--- config.mk ---
export PLATFORM = sky130hd
export DESIGN_NAME = deadline_poll_scheduler
export DESIGN_NICKNAME = d
export VERILOG_FILES = /design/src/design/dps_pkg.sv /design/src/design/deadline_poll_scheduler.sv
export VERILOG_INCLUDE_DIRS = /design/src /design/src/design
export SDC_FILE = /design/constraint.sdc
export NUM_CORES = 1
export LEC_CHECK = 0
export ABC_AREA = 1
export BUFFER_PORTS_ARGS = -buffer_cell sky130_fd_sc_hd__buf_2
export CORE_MARGIN = 4
export CORE_UTILIZATION = 30
export CTS_BUF_LIST = sky130_fd_sc_hd__clkbuf_8
export CTS_CLUSTER_DIAMETER = 120
export DETAILED_ROUTE_END_ITERATION = 6
export GPL_TIMING_DRIVEN = 0
export PLACE_DENSITY = 0.49
export SLEW_MARGIN = 20
export SYNTH_ARGS = -nofsm -noshare
export SYNTH_HDL_FRONTEND = slang
export SYNTH_SLANG_ARGS = --single-unit
export TNS_END_PERCENT = 20
--- constraint.sdc ---
create_clock -name aclk -period 10.95 [get_ports aclk]
set_input_delay 1.6425 -clock aclk [delete_from_list [all_inputs] [get_ports aclk]]
set_output_delay 1.6425 -clock aclk [all_outputs]
set_load 0.01 [all_outputs]
--- src/design/deadline_poll_scheduler_macros.svh ---
// assertion helpers for the deadline poll scheduler
`ifndef DEADLINE_POLL_SCHEDULER_MACROS_SVH
`define DEADLINE_POLL_SCHEDULER_MACROS_SVH

`ifndef ASSERT_OFF

// property checked on every clock edge outside reset
`define DPS_ASSERT(label, prop, msg) \
    label: assert property (@(posedge aclk) disable iff (!aresetn) (prop)) else $error(msg);

// condition that must never be seen outside reset
`define DPS_ASSERT_NEVER(label, cond, msg) \
    label: assert property (@(posedge aclk) disable iff (!aresetn) !(cond)) else $error(msg);

`else

`define DPS_ASSERT(label, prop, msg)

`define DPS_ASSERT_NEVER(label, cond, msg)

`endif

`endif

--- src/design/dps_pkg.sv ---
`default_nettype none

package dps_pkg;

    // sequencer states
    typedef enum logic [2:0] {
        ST_IDLE,
        ST_INC,
        ST_CHECK,
        ST_FIRE,
        ST_BUBBLE
    } dps_state_t;

    // timers that own configuration registers
    localparam int REG_TIMERS = 4;
    localparam int REG_IDX_W = 2;

    // apb register file
    localparam int APB_AW = 5;
    localparam int APB_DW = 32;
    localparam int REG_ADDR_LSB = 2;

    localparam int COUNT_W = 8;
    localparam int PERIOD_W = 16;
    localparam logic [PERIOD_W-1:0] PERIOD_RESET = 16'd1000;
    localparam logic [PERIOD_W-1:0] PERIOD_MIN = 16'd1;

    // firing limit per input beat
    localparam int FIRE_CNT_W = 3;
    localparam logic [FIRE_CNT_W-1:0] MAX_FIRINGS = 3'd4;

    // result field widths
    localparam int OUT_ID_W = 2;
    localparam int OUT_ITEM_W = 8;

endpackage

`default_nettype wire

--- src/design/deadline_poll_scheduler.sv ---
// deadline poll scheduler: up to four firings per input beat, one result beat per firing
// per beat: a clock advance when tick is set, then head checks; each firing adds a deadline
//   update and queue bubbling, all through one shared time adder
// input: a new beat is taken only in idle, once the last one is done; output stalls hold it
// reset: synchronous active-low aresetn clears clock, indices, counts; periods to 1000,
//   deadlines to START_DELAY, queue to timer order; no clearing pass
`default_nettype none

`include "deadline_poll_scheduler_macros.svh"

module deadline_poll_scheduler #(
    parameter int TIMER_SLOTS = 4,
    parameter int TIME_WIDTH  = 32,
    parameter int START_DELAY = 97,
    parameter int ITEM_WIDTH  = 8
) (
    input  wire logic                              aclk,
    input  wire logic                              aresetn,

    // input channel
    input  wire logic                              s_valid,
    output logic                                   s_ready,
    input  wire logic                              s_tick,
    input  wire logic                              s_diag_mode,

    // result channel
    output logic                                   m_valid,
    input  wire logic                              m_ready,
    output logic [dps_pkg::OUT_ID_W-1:0]           m_timer_id,
    output logic [dps_pkg::OUT_ITEM_W-1:0]         m_item_number,
    output logic                                   m_poll_allowed,
    output logic                                   m_last_of_tick,

    // apb configuration port
    input  wire logic                              psel,
    input  wire logic                              penable,
    input  wire logic                              pwrite,
    input  wire logic [dps_pkg::APB_AW-1:0]        paddr,
    input  wire logic [dps_pkg::APB_DW-1:0]        pwdata,
    output logic [dps_pkg::APB_DW-1:0]             prdata,
    output logic                                   pready
);

    // timer number and queue position width
    localparam int TIDW = (TIMER_SLOTS > 1) ? $clog2(TIMER_SLOTS) : 1;
    // common width for comparing an index against a count
    localparam int CMP_W = ITEM_WIDTH + 9;
    // count bits that survive the item width
    localparam logic [dps_pkg::COUNT_W-1:0] CNT_MASK =
        (ITEM_WIDTH >= dps_pkg::COUNT_W) ? {dps_pkg::COUNT_W{1'b1}} :
        dps_pkg::COUNT_W'((1 << ITEM_WIDTH) - 1);

    // ------------------------------------------------------------------
    // state
    // ------------------------------------------------------------------
    dps_pkg::dps_state_t state_reg, state_next;

    logic [TIME_WIDTH-1:0]          clock_reg;
    logic [TIME_WIDTH-1:0]          dl_reg [TIMER_SLOTS];
    logic [ITEM_WIDTH-1:0]          idx_reg [TIMER_SLOTS];
    logic [TIDW-1:0]                q_reg [TIMER_SLOTS];

    logic [dps_pkg::COUNT_W-1:0]    count_reg [dps_pkg::REG_TIMERS];
    logic [dps_pkg::PERIOD_W-1:0]   period_reg [dps_pkg::REG_TIMERS];

    // per-beat working registers
    logic [dps_pkg::FIRE_CNT_W-1:0] fire_cnt_reg;
    logic                           allowed_reg;
    logic [TIDW-1:0]                fire_t_reg;
    logic [TIME_WIDTH-1:0]          fire_dl_reg;
    logic [TIDW-1:0]                bub_pos_reg;

    // pending result, held until we know whether another firing follows
    logic [dps_pkg::OUT_ID_W-1:0]   pend_timer_reg;
    logic [dps_pkg::OUT_ITEM_W-1:0] pend_item_reg;

    // output register
    logic                           m_valid_reg, m_valid_next;
    logic [dps_pkg::OUT_ID_W-1:0]   m_timer_id_reg;
    logic [dps_pkg::OUT_ITEM_W-1:0] m_item_number_reg;
    logic                           m_poll_allowed_reg;
    logic                           m_last_of_tick_reg;

    // ------------------------------------------------------------------
    // queue view: enable per position, head search, single read port
    // ------------------------------------------------------------------
    logic [TIMER_SLOTS-1:0] en_pos;
    logic                   head_found;
    logic [TIDW-1:0]        head_pos;
    logic                   bub_at_end;
    logic [TIDW-1:0]        q_rd_pos;
    logic [TIDW-1:0]        q_rd;
    logic                   en_rd;

    always_comb begin
        logic [TIDW-1:0] tq;
        for (int k = 0; k < TIMER_SLOTS; k++) begin
            tq = q_reg[k];
            // timers past the register file have no count and stay off
            en_pos[k] = (int'(tq) < dps_pkg::REG_TIMERS) &&
                        ((count_reg[dps_pkg::REG_IDX_W'(tq)] & CNT_MASK) != '0);
        end
    end

    // first enabled queue entry is the head
    always_comb begin
        head_found = 1'b0;
        head_pos   = '0;
        for (int k = TIMER_SLOTS - 1; k >= 0; k--) begin
            if (en_pos[k]) begin
                head_found = 1'b1;
                head_pos   = TIDW'(k);
            end
        end
    end

    assign bub_at_end = (int'(bub_pos_reg) == TIMER_SLOTS - 1);

    // check reads the head, bubbling reads the entry just behind the mover
    always_comb begin
        if (state_reg == dps_pkg::ST_CHECK) begin
            q_rd_pos = head_pos;
        end else if (bub_at_end) begin
            q_rd_pos = bub_pos_reg;
        end else begin
            q_rd_pos = TIDW'(bub_pos_reg + 1'b1);
        end
    end

    assign q_rd  = q_reg[q_rd_pos];
    assign en_rd = en_pos[q_rd_pos];

    // ------------------------------------------------------------------
    // shared time adder and wrap-aware compare
    // ------------------------------------------------------------------
    logic [TIME_WIDTH-1:0]        unit_a, unit_b, unit_res;
    logic                         unit_sub;
    logic                         b_earlier;
    logic [TIDW-1:0]              dl_rd_idx;
    logic [TIME_WIDTH-1:0]        dl_rd;
    logic [dps_pkg::PERIOD_W-1:0] per_raw, per_eff;

    assign dl_rd     = dl_reg[dl_rd_idx];
    assign unit_res  = unit_sub ? (unit_a - unit_b) : (unit_a + unit_b);
    // a - b nonzero and positive: b lies strictly before a
    assign b_earlier = (unit_res != '0) && !unit_res[TIME_WIDTH-1];

    // zero period runs as one millisecond
    assign per_raw = period_reg[dps_pkg::REG_IDX_W'(fire_t_reg)];
    assign per_eff = (per_raw == '0) ? dps_pkg::PERIOD_MIN : per_raw;

    // ------------------------------------------------------------------
    // item index advance
    // ------------------------------------------------------------------
    logic [ITEM_WIDTH:0]          idx_inc, idx_new;
    logic [dps_pkg::COUNT_W-1:0]  fire_cnt_masked;

    assign fire_cnt_masked = count_reg[dps_pkg::REG_IDX_W'(fire_t_reg)] & CNT_MASK;
    assign idx_inc = {1'b0, idx_reg[fire_t_reg]} + {{ITEM_WIDTH{1'b0}}, 1'b1};
    // wrap to one past the count, also when the count was lowered
    assign idx_new = (CMP_W'(idx_inc) > CMP_W'(fire_cnt_masked)) ?
                     {{ITEM_WIDTH{1'b0}}, 1'b1} : idx_inc;

    // ------------------------------------------------------------------
    // sequencer
    // ------------------------------------------------------------------
    logic out_free;
    logic pend;
    logic fire_ok;
    logic bub_stop;
    logic push;
    logic push_last;

    assign out_free = !m_valid_reg || m_ready;
    assign pend     = (fire_cnt_reg != '0);
    assign fire_ok  = head_found && !b_earlier && (fire_cnt_reg < dps_pkg::MAX_FIRINGS);
    // mover stops in front of an enabled entry with a later deadline
    assign bub_stop = bub_at_end || (en_rd && b_earlier);

    always_comb begin
        state_next = state_reg;
        unique case (state_reg)
            dps_pkg::ST_IDLE: begin
                if (s_valid) begin
                    state_next = s_tick ? dps_pkg::ST_INC : dps_pkg::ST_CHECK;
                end
            end
            dps_pkg::ST_INC: begin
                state_next = dps_pkg::ST_CHECK;
            end
            dps_pkg::ST_CHECK: begin
                // wait while a pending beat has nowhere to go
                if (!pend || out_free) begin
                    state_next = fire_ok ? dps_pkg::ST_FIRE : dps_pkg::ST_IDLE;
                end
            end
            dps_pkg::ST_FIRE: begin
                state_next = dps_pkg::ST_BUBBLE;
            end
            dps_pkg::ST_BUBBLE: begin
                if (bub_stop) begin
                    state_next = dps_pkg::ST_CHECK;
                end
            end
            default: begin
                state_next = dps_pkg::ST_IDLE;
            end
        endcase
    end

    always_comb begin
        unit_a    = dl_rd;
        unit_b    = clock_reg;
        unit_sub  = 1'b1;
        dl_rd_idx = q_rd;
        push      = 1'b0;
        push_last = 1'b0;
        unique case (state_reg)
            dps_pkg::ST_IDLE: begin
            end
            dps_pkg::ST_INC: begin
                // clock advance
                unit_a   = clock_reg;
                unit_b   = {{(TIME_WIDTH-1){1'b0}}, 1'b1};
                unit_sub = 1'b0;
            end
            dps_pkg::ST_CHECK: begin
                // head deadline against the clock
                push      = pend && out_free;
                push_last = !fire_ok;
            end
            dps_pkg::ST_FIRE: begin
                // deadline plus period
                dl_rd_idx = fire_t_reg;
                unit_b    = TIME_WIDTH'(per_eff);
                unit_sub  = 1'b0;
            end
            dps_pkg::ST_BUBBLE: begin
                // next entry deadline against the mover
                unit_b = fire_dl_reg;
            end
            default: begin
            end
        endcase
    end

    always_comb begin
        m_valid_next = m_valid_reg;
        if (push) begin
            m_valid_next = 1'b1;
        end else if (m_ready) begin
            m_valid_next = 1'b0;
        end
    end

    // ------------------------------------------------------------------
    // configuration
    // ------------------------------------------------------------------
    logic [dps_pkg::APB_AW-dps_pkg::REG_ADDR_LSB-1:0] cfg_idx;
    logic [dps_pkg::REG_IDX_W-1:0]                    cfg_slot;
    logic                                             cfg_is_count;
    logic                                             cfg_wr;

    assign cfg_idx      = paddr[dps_pkg::APB_AW-1:dps_pkg::REG_ADDR_LSB];
    assign cfg_slot     = cfg_idx[dps_pkg::REG_IDX_W-1:0];
    assign cfg_is_count = (int'(cfg_idx) < dps_pkg::REG_TIMERS);
    assign cfg_wr       = psel && penable && pwrite;
    assign pready       = 1'b1;

    assign prdata = cfg_is_count ? dps_pkg::APB_DW'(count_reg[cfg_slot]) :
                                   dps_pkg::APB_DW'(period_reg[cfg_slot]);

    // ------------------------------------------------------------------
    // registers with reset
    // ------------------------------------------------------------------
    always_ff @(posedge aclk) begin
        if (!aresetn) begin
            state_reg    <= dps_pkg::ST_IDLE;
            clock_reg    <= '0;
            fire_cnt_reg <= '0;
            m_valid_reg  <= 1'b0;
            for (int k = 0; k < TIMER_SLOTS; k++) begin
                dl_reg[k]  <= TIME_WIDTH'(START_DELAY);
                idx_reg[k] <= '0;
                q_reg[k]   <= TIDW'(k);
            end
            for (int k = 0; k < dps_pkg::REG_TIMERS; k++) begin
                count_reg[k]  <= '0;
                period_reg[k] <= dps_pkg::PERIOD_RESET;
            end
        end else begin
            state_reg   <= state_next;
            m_valid_reg <= m_valid_next;

            // writes to timers that do not exist are dropped
            if (cfg_wr && (int'(cfg_slot) < TIMER_SLOTS)) begin
                if (cfg_is_count) begin
                    count_reg[cfg_slot] <= pwdata[dps_pkg::COUNT_W-1:0];
                end else begin
                    period_reg[cfg_slot] <= pwdata[dps_pkg::PERIOD_W-1:0];
                end
            end

            if (state_reg == dps_pkg::ST_IDLE && s_valid) begin
                fire_cnt_reg <= '0;
            end
            if (state_reg == dps_pkg::ST_INC) begin
                clock_reg <= unit_res;
            end
            if (state_reg == dps_pkg::ST_FIRE) begin
                dl_reg[fire_t_reg]  <= unit_res;
                idx_reg[fire_t_reg] <= ITEM_WIDTH'(idx_new);
                fire_cnt_reg        <= fire_cnt_reg + 1'b1;
            end
            // swap mover one place back; the mover always sits at bub_pos
            if (state_reg == dps_pkg::ST_BUBBLE && !bub_stop) begin
                q_reg[bub_pos_reg] <= q_rd;
                q_reg[q_rd_pos]    <= fire_t_reg;
            end
        end
    end

    // ------------------------------------------------------------------
    // payload registers
    // ------------------------------------------------------------------
    always_ff @(posedge aclk) begin
        if (state_reg == dps_pkg::ST_IDLE && s_valid) begin
            allowed_reg <= !s_diag_mode;
        end
        if (state_reg == dps_pkg::ST_CHECK && state_next == dps_pkg::ST_FIRE) begin
            fire_t_reg  <= q_rd;
            bub_pos_reg <= head_pos;
        end
        if (state_reg == dps_pkg::ST_FIRE) begin
            fire_dl_reg    <= unit_res;
            pend_timer_reg <= dps_pkg::OUT_ID_W'(fire_t_reg);
            pend_item_reg  <= dps_pkg::OUT_ITEM_W'(idx_new);
        end
        if (state_reg == dps_pkg::ST_BUBBLE && !bub_stop) begin
            bub_pos_reg <= q_rd_pos;
        end
        if (push) begin
            m_timer_id_reg     <= pend_timer_reg;
            m_item_number_reg  <= pend_item_reg;
            m_poll_allowed_reg <= allowed_reg;
            m_last_of_tick_reg <= push_last;
        end
    end

    assign s_ready        = (state_reg == dps_pkg::ST_IDLE);
    assign m_valid        = m_valid_reg;
    assign m_timer_id     = m_timer_id_reg;
    assign m_item_number  = m_item_number_reg;
    assign m_poll_allowed = m_poll_allowed_reg;
    assign m_last_of_tick = m_last_of_tick_reg;

    // ------------------------------------------------------------------
    // assertions
    // ------------------------------------------------------------------
    `DPS_ASSERT_NEVER(a_no_overwrite, push && m_valid_reg && !m_ready, "result beat overwritten")
    `DPS_ASSERT(a_fire_limit, (state_reg == dps_pkg::ST_CHECK && state_next == dps_pkg::ST_FIRE) |-> (head_found && fire_cnt_reg < dps_pkg::MAX_FIRINGS), "firing without head or past limit")
    `DPS_ASSERT(a_last_marked, (state_reg == dps_pkg::ST_CHECK && state_next == dps_pkg::ST_IDLE && pend) |=> (m_valid_reg && m_last_of_tick_reg), "final beat of an input not marked last")
    `DPS_ASSERT(a_busy_after_accept, (s_valid && s_ready) |=> !s_ready, "second beat taken while busy")

endmodule

`default_nettype wire

==> impl_metrics.toml <==
[status]
status = "completed"

[timing]
drv_slew = 0
hold_viol_final = 0
clock.fmax_mhz = 121
worst_slew_pin_slew_ns = 1.14
period_needed_ns = 8.27
finalSetupViolations = 0
slew_headroom = 0.242
tns_ns = 0
rsz0062_at_grt = "false"
clock_skew_ns = 0.0473
period_share = 0.755

[clock_network]
cts_resized = 0
cts_sinks = 364
cts_tree = "yes"
clkSlewWorstSetupHoldPaths_ns = 0.05
h-tree-depth = 3
clockBufferDepth = 3
cts-hold-fix-buffers = 0
cts_setup_buffers = 0
cts_root_buf = "clkbuf_8"
cts_buffers = 69
clkLatencyLatePin_ns = 0.65

[drt]
drtAntennaViolNets = 0
totalWireLength_um = 65100
drt-initial-drc-count = 1476
routedWlPerCell_um = 18.9
vias_per_cell = 4.96
drt_pre_antenna_iters = 5
num_vias = 17100
drc = 0

[global_route]
global_route.usage.total = 0.180
grt_overflow = 0
grt_pass1_vias = 16400
grt_max_degree = 41
grt_pass1_wl_um = 98400
antenna_found_initial = 1

[floorplan]
die_area_mm2 = 0.0713
initial_core_util = 0.305
ioPinCount = 93
die_width_um = 267
rows = 94
core-area_mm2 = 0.0661
die_y_um = 267

[job]
maxCapViolCount = 0

[logic_synthesis]
synth_top_cell_area_share = 0.482
netlist_area_mm2 = 0.0201
synth-compound-area-share = 0.127
synthXorXnorAreaFrac = 0.0230
ys_async_sr_fraction = 0
postSynthCellCount = 2388
synth.yosys.seq_area_share = 0.522
synthFlopType = "edfxtp_1"
syn_area_per_cell_um2 = 8.43
synth_mux_area_frac = 0
yosysWarnings = 0
synthTopCellsByArea = "edfxtp_1 (48%), nor2_1 (9.7%), nand2_1 (7.1%)"
synth_edf_count = 323
synth_top_family_by_area = "simple AND/OR/NAND/NOR gates"
synth-adder-area-share = 0.0277
synth_seq_cells = 364
yosys.area_share.simple = 0.217
yosysTopAreaCell = "edfxtp_1"
synth.distinct_cells = 63

[critical_path]
path_common_cell = "nand2_1"
slowest_delay_ns = 0.54
worstSetupStartpointType = "flip-flop"
path_class = "flip-flop to flip-flop"
slowest_stage = "clkbuf_1"
path_max_fanout = 10
endpoint_kind = "flip-flop"
worst_ep_arrival_time_ns = 8.61
crit_required_ns = 11.29

[place]
port_buffers = 55
gp_congestion = 0.942
place_hpwl_um = 48000

[final_layout]
fin_util = 0.348
drive_gt1_frac = 0.101
fillers = 6980
multi_input_area_mm2 = 0.00805
regArea_mm2 = 0.0105
fin_nets = 2628
largest_reg_flops = 128
area_growth_pct = 14.4

[min_path]
min_path_type = "flip-flop to flip-flop"
[worst max-delay path: cells and delay by family, from the launching register on]
kind | cells | cell delay [ns]
and+or+nand+nor | 30 | 4.21
buffers and inverters | 6 | 1.12
AOI/OAI and AO/OA | 4 | 0.98
adders and majority gates | 2 | 0.64
xor gates and xnor gates | 1 | 0.54
DFF | 1 | 0.47
[stage by stage]
stage	cell area, um^2	worst slack, ns	hold slack [ns]	cells
floorplan	20200	4.39	0.400	2403
global placement	21600	1.62	0.403	3322
detailed placement	21700	2.77	0.406	3331
CTS	23000	2.74	0.419	3449
global route	23000	1.94	0.421	3450
finish	23000	2.68	0.419	3450
[cells in the mapped netlist (all sizes together), types with 2 or more instances]
cell,count
edfxtp,323
a21oi,126
dfxtp,41
nor3,34
xnor2,11
nand4,16
nand3b,4
clkinv,3
a21o,2
o211ai,28
nand2,388
a21boi,2
ha,43
conb,2
a221oi,3
buf,51
a221o,2
nor4,3
nand3,77
nor2,530
o22ai,14
inv,288
o21bai,4
clkbuf,73
a31oi,42
o21ai,218
xor2,42
or2,4
a211oi,5
o31ai,2
[layout make-up]
cell class                      instances  share of cell area
Antenna cell                            1            0.000109
Buffer                                124              0.0252
Clock buffer                           76              0.0454
Clock inverter                         42              0.0103
Inverter                              291              0.0474
Multi-Input combinational cell       1624               0.350
Sequential cell                       364               0.457
Tap cell                              864              0.0469
Timing Repair Buffer                   64              0.0183
[logic make-up (layout without fill, tap and decap cells)]
kind of cell | count (synthesis) | in the layout
simple gates | 1057 | 1057
buf+inv | 415 | 597
other cells | 2 | 18
xor+xnor | 53 | 53
flops | 364 | 364
fa+ha+maj | 44 | 44
compound gates | 453 | 453
[layout by cell type, fill, tap and decap left out, types with 4 or more instances in the layout]
cell	instances
xnor2_1	11
inv_2	16
buf_4	21
nor2_1	520
clkinv_2	5
dfxtp_1	41
a21oi_1	122
edfxtp_1	323
xor2_1	42
o21ai_0	195
nand2_2	7
clkinv_1	8
o21bai_1	4
nor3_1	29
nor2_2	7
o22ai_1	13
nand2_4	5
a211oi_1	4
buf_2	68
buf_1	15
clkbuf_8	76
clkbuf_1	72
a21oi_2	4
a31oi_1	41
conb_1	17
buf_6	8
ha_1	43
nand4_1	15
nand2_1	376
nand3_1	72
o211ai_1	28
o21ai_1	18
inv_1	297
[routing by layer]
metal	global-route usage	routed length, um
met2	0.287	29300
met1	0.254	30000
met4	0.0578	1900
met5	0	0
met3	0.0254	3890
[path summary, 6_finish.rpt]
| check | start | to | slack [ns] | cells past startpoint |
|---|---|---|---|---|
| worst max-delay path | count_reg[3][0]$_DFFE_PP_ | q_reg[2][0]$_DFFE_PP_ | 2.68 | 43 |
| worst min-delay path | pend_item_reg[6]$_DFFE_PP_ | m_item_number[6]$_DFFE_PP_ | 0.42 | 0 |
| worst max register to register | count_reg[3][0]$_DFFE_PP_ | q_reg[2][0]$_DFFE_PP_ | 2.68 | 43 |
| worst min register to register | pend_item_reg[6]$_DFFE_PP_ | m_item_number[6]$_DFFE_PP_ | 0.42 | 0 |
Power is not shown: default switching activity piles up to over one toggle a cycle in this logic, so the estimate is an artifact.
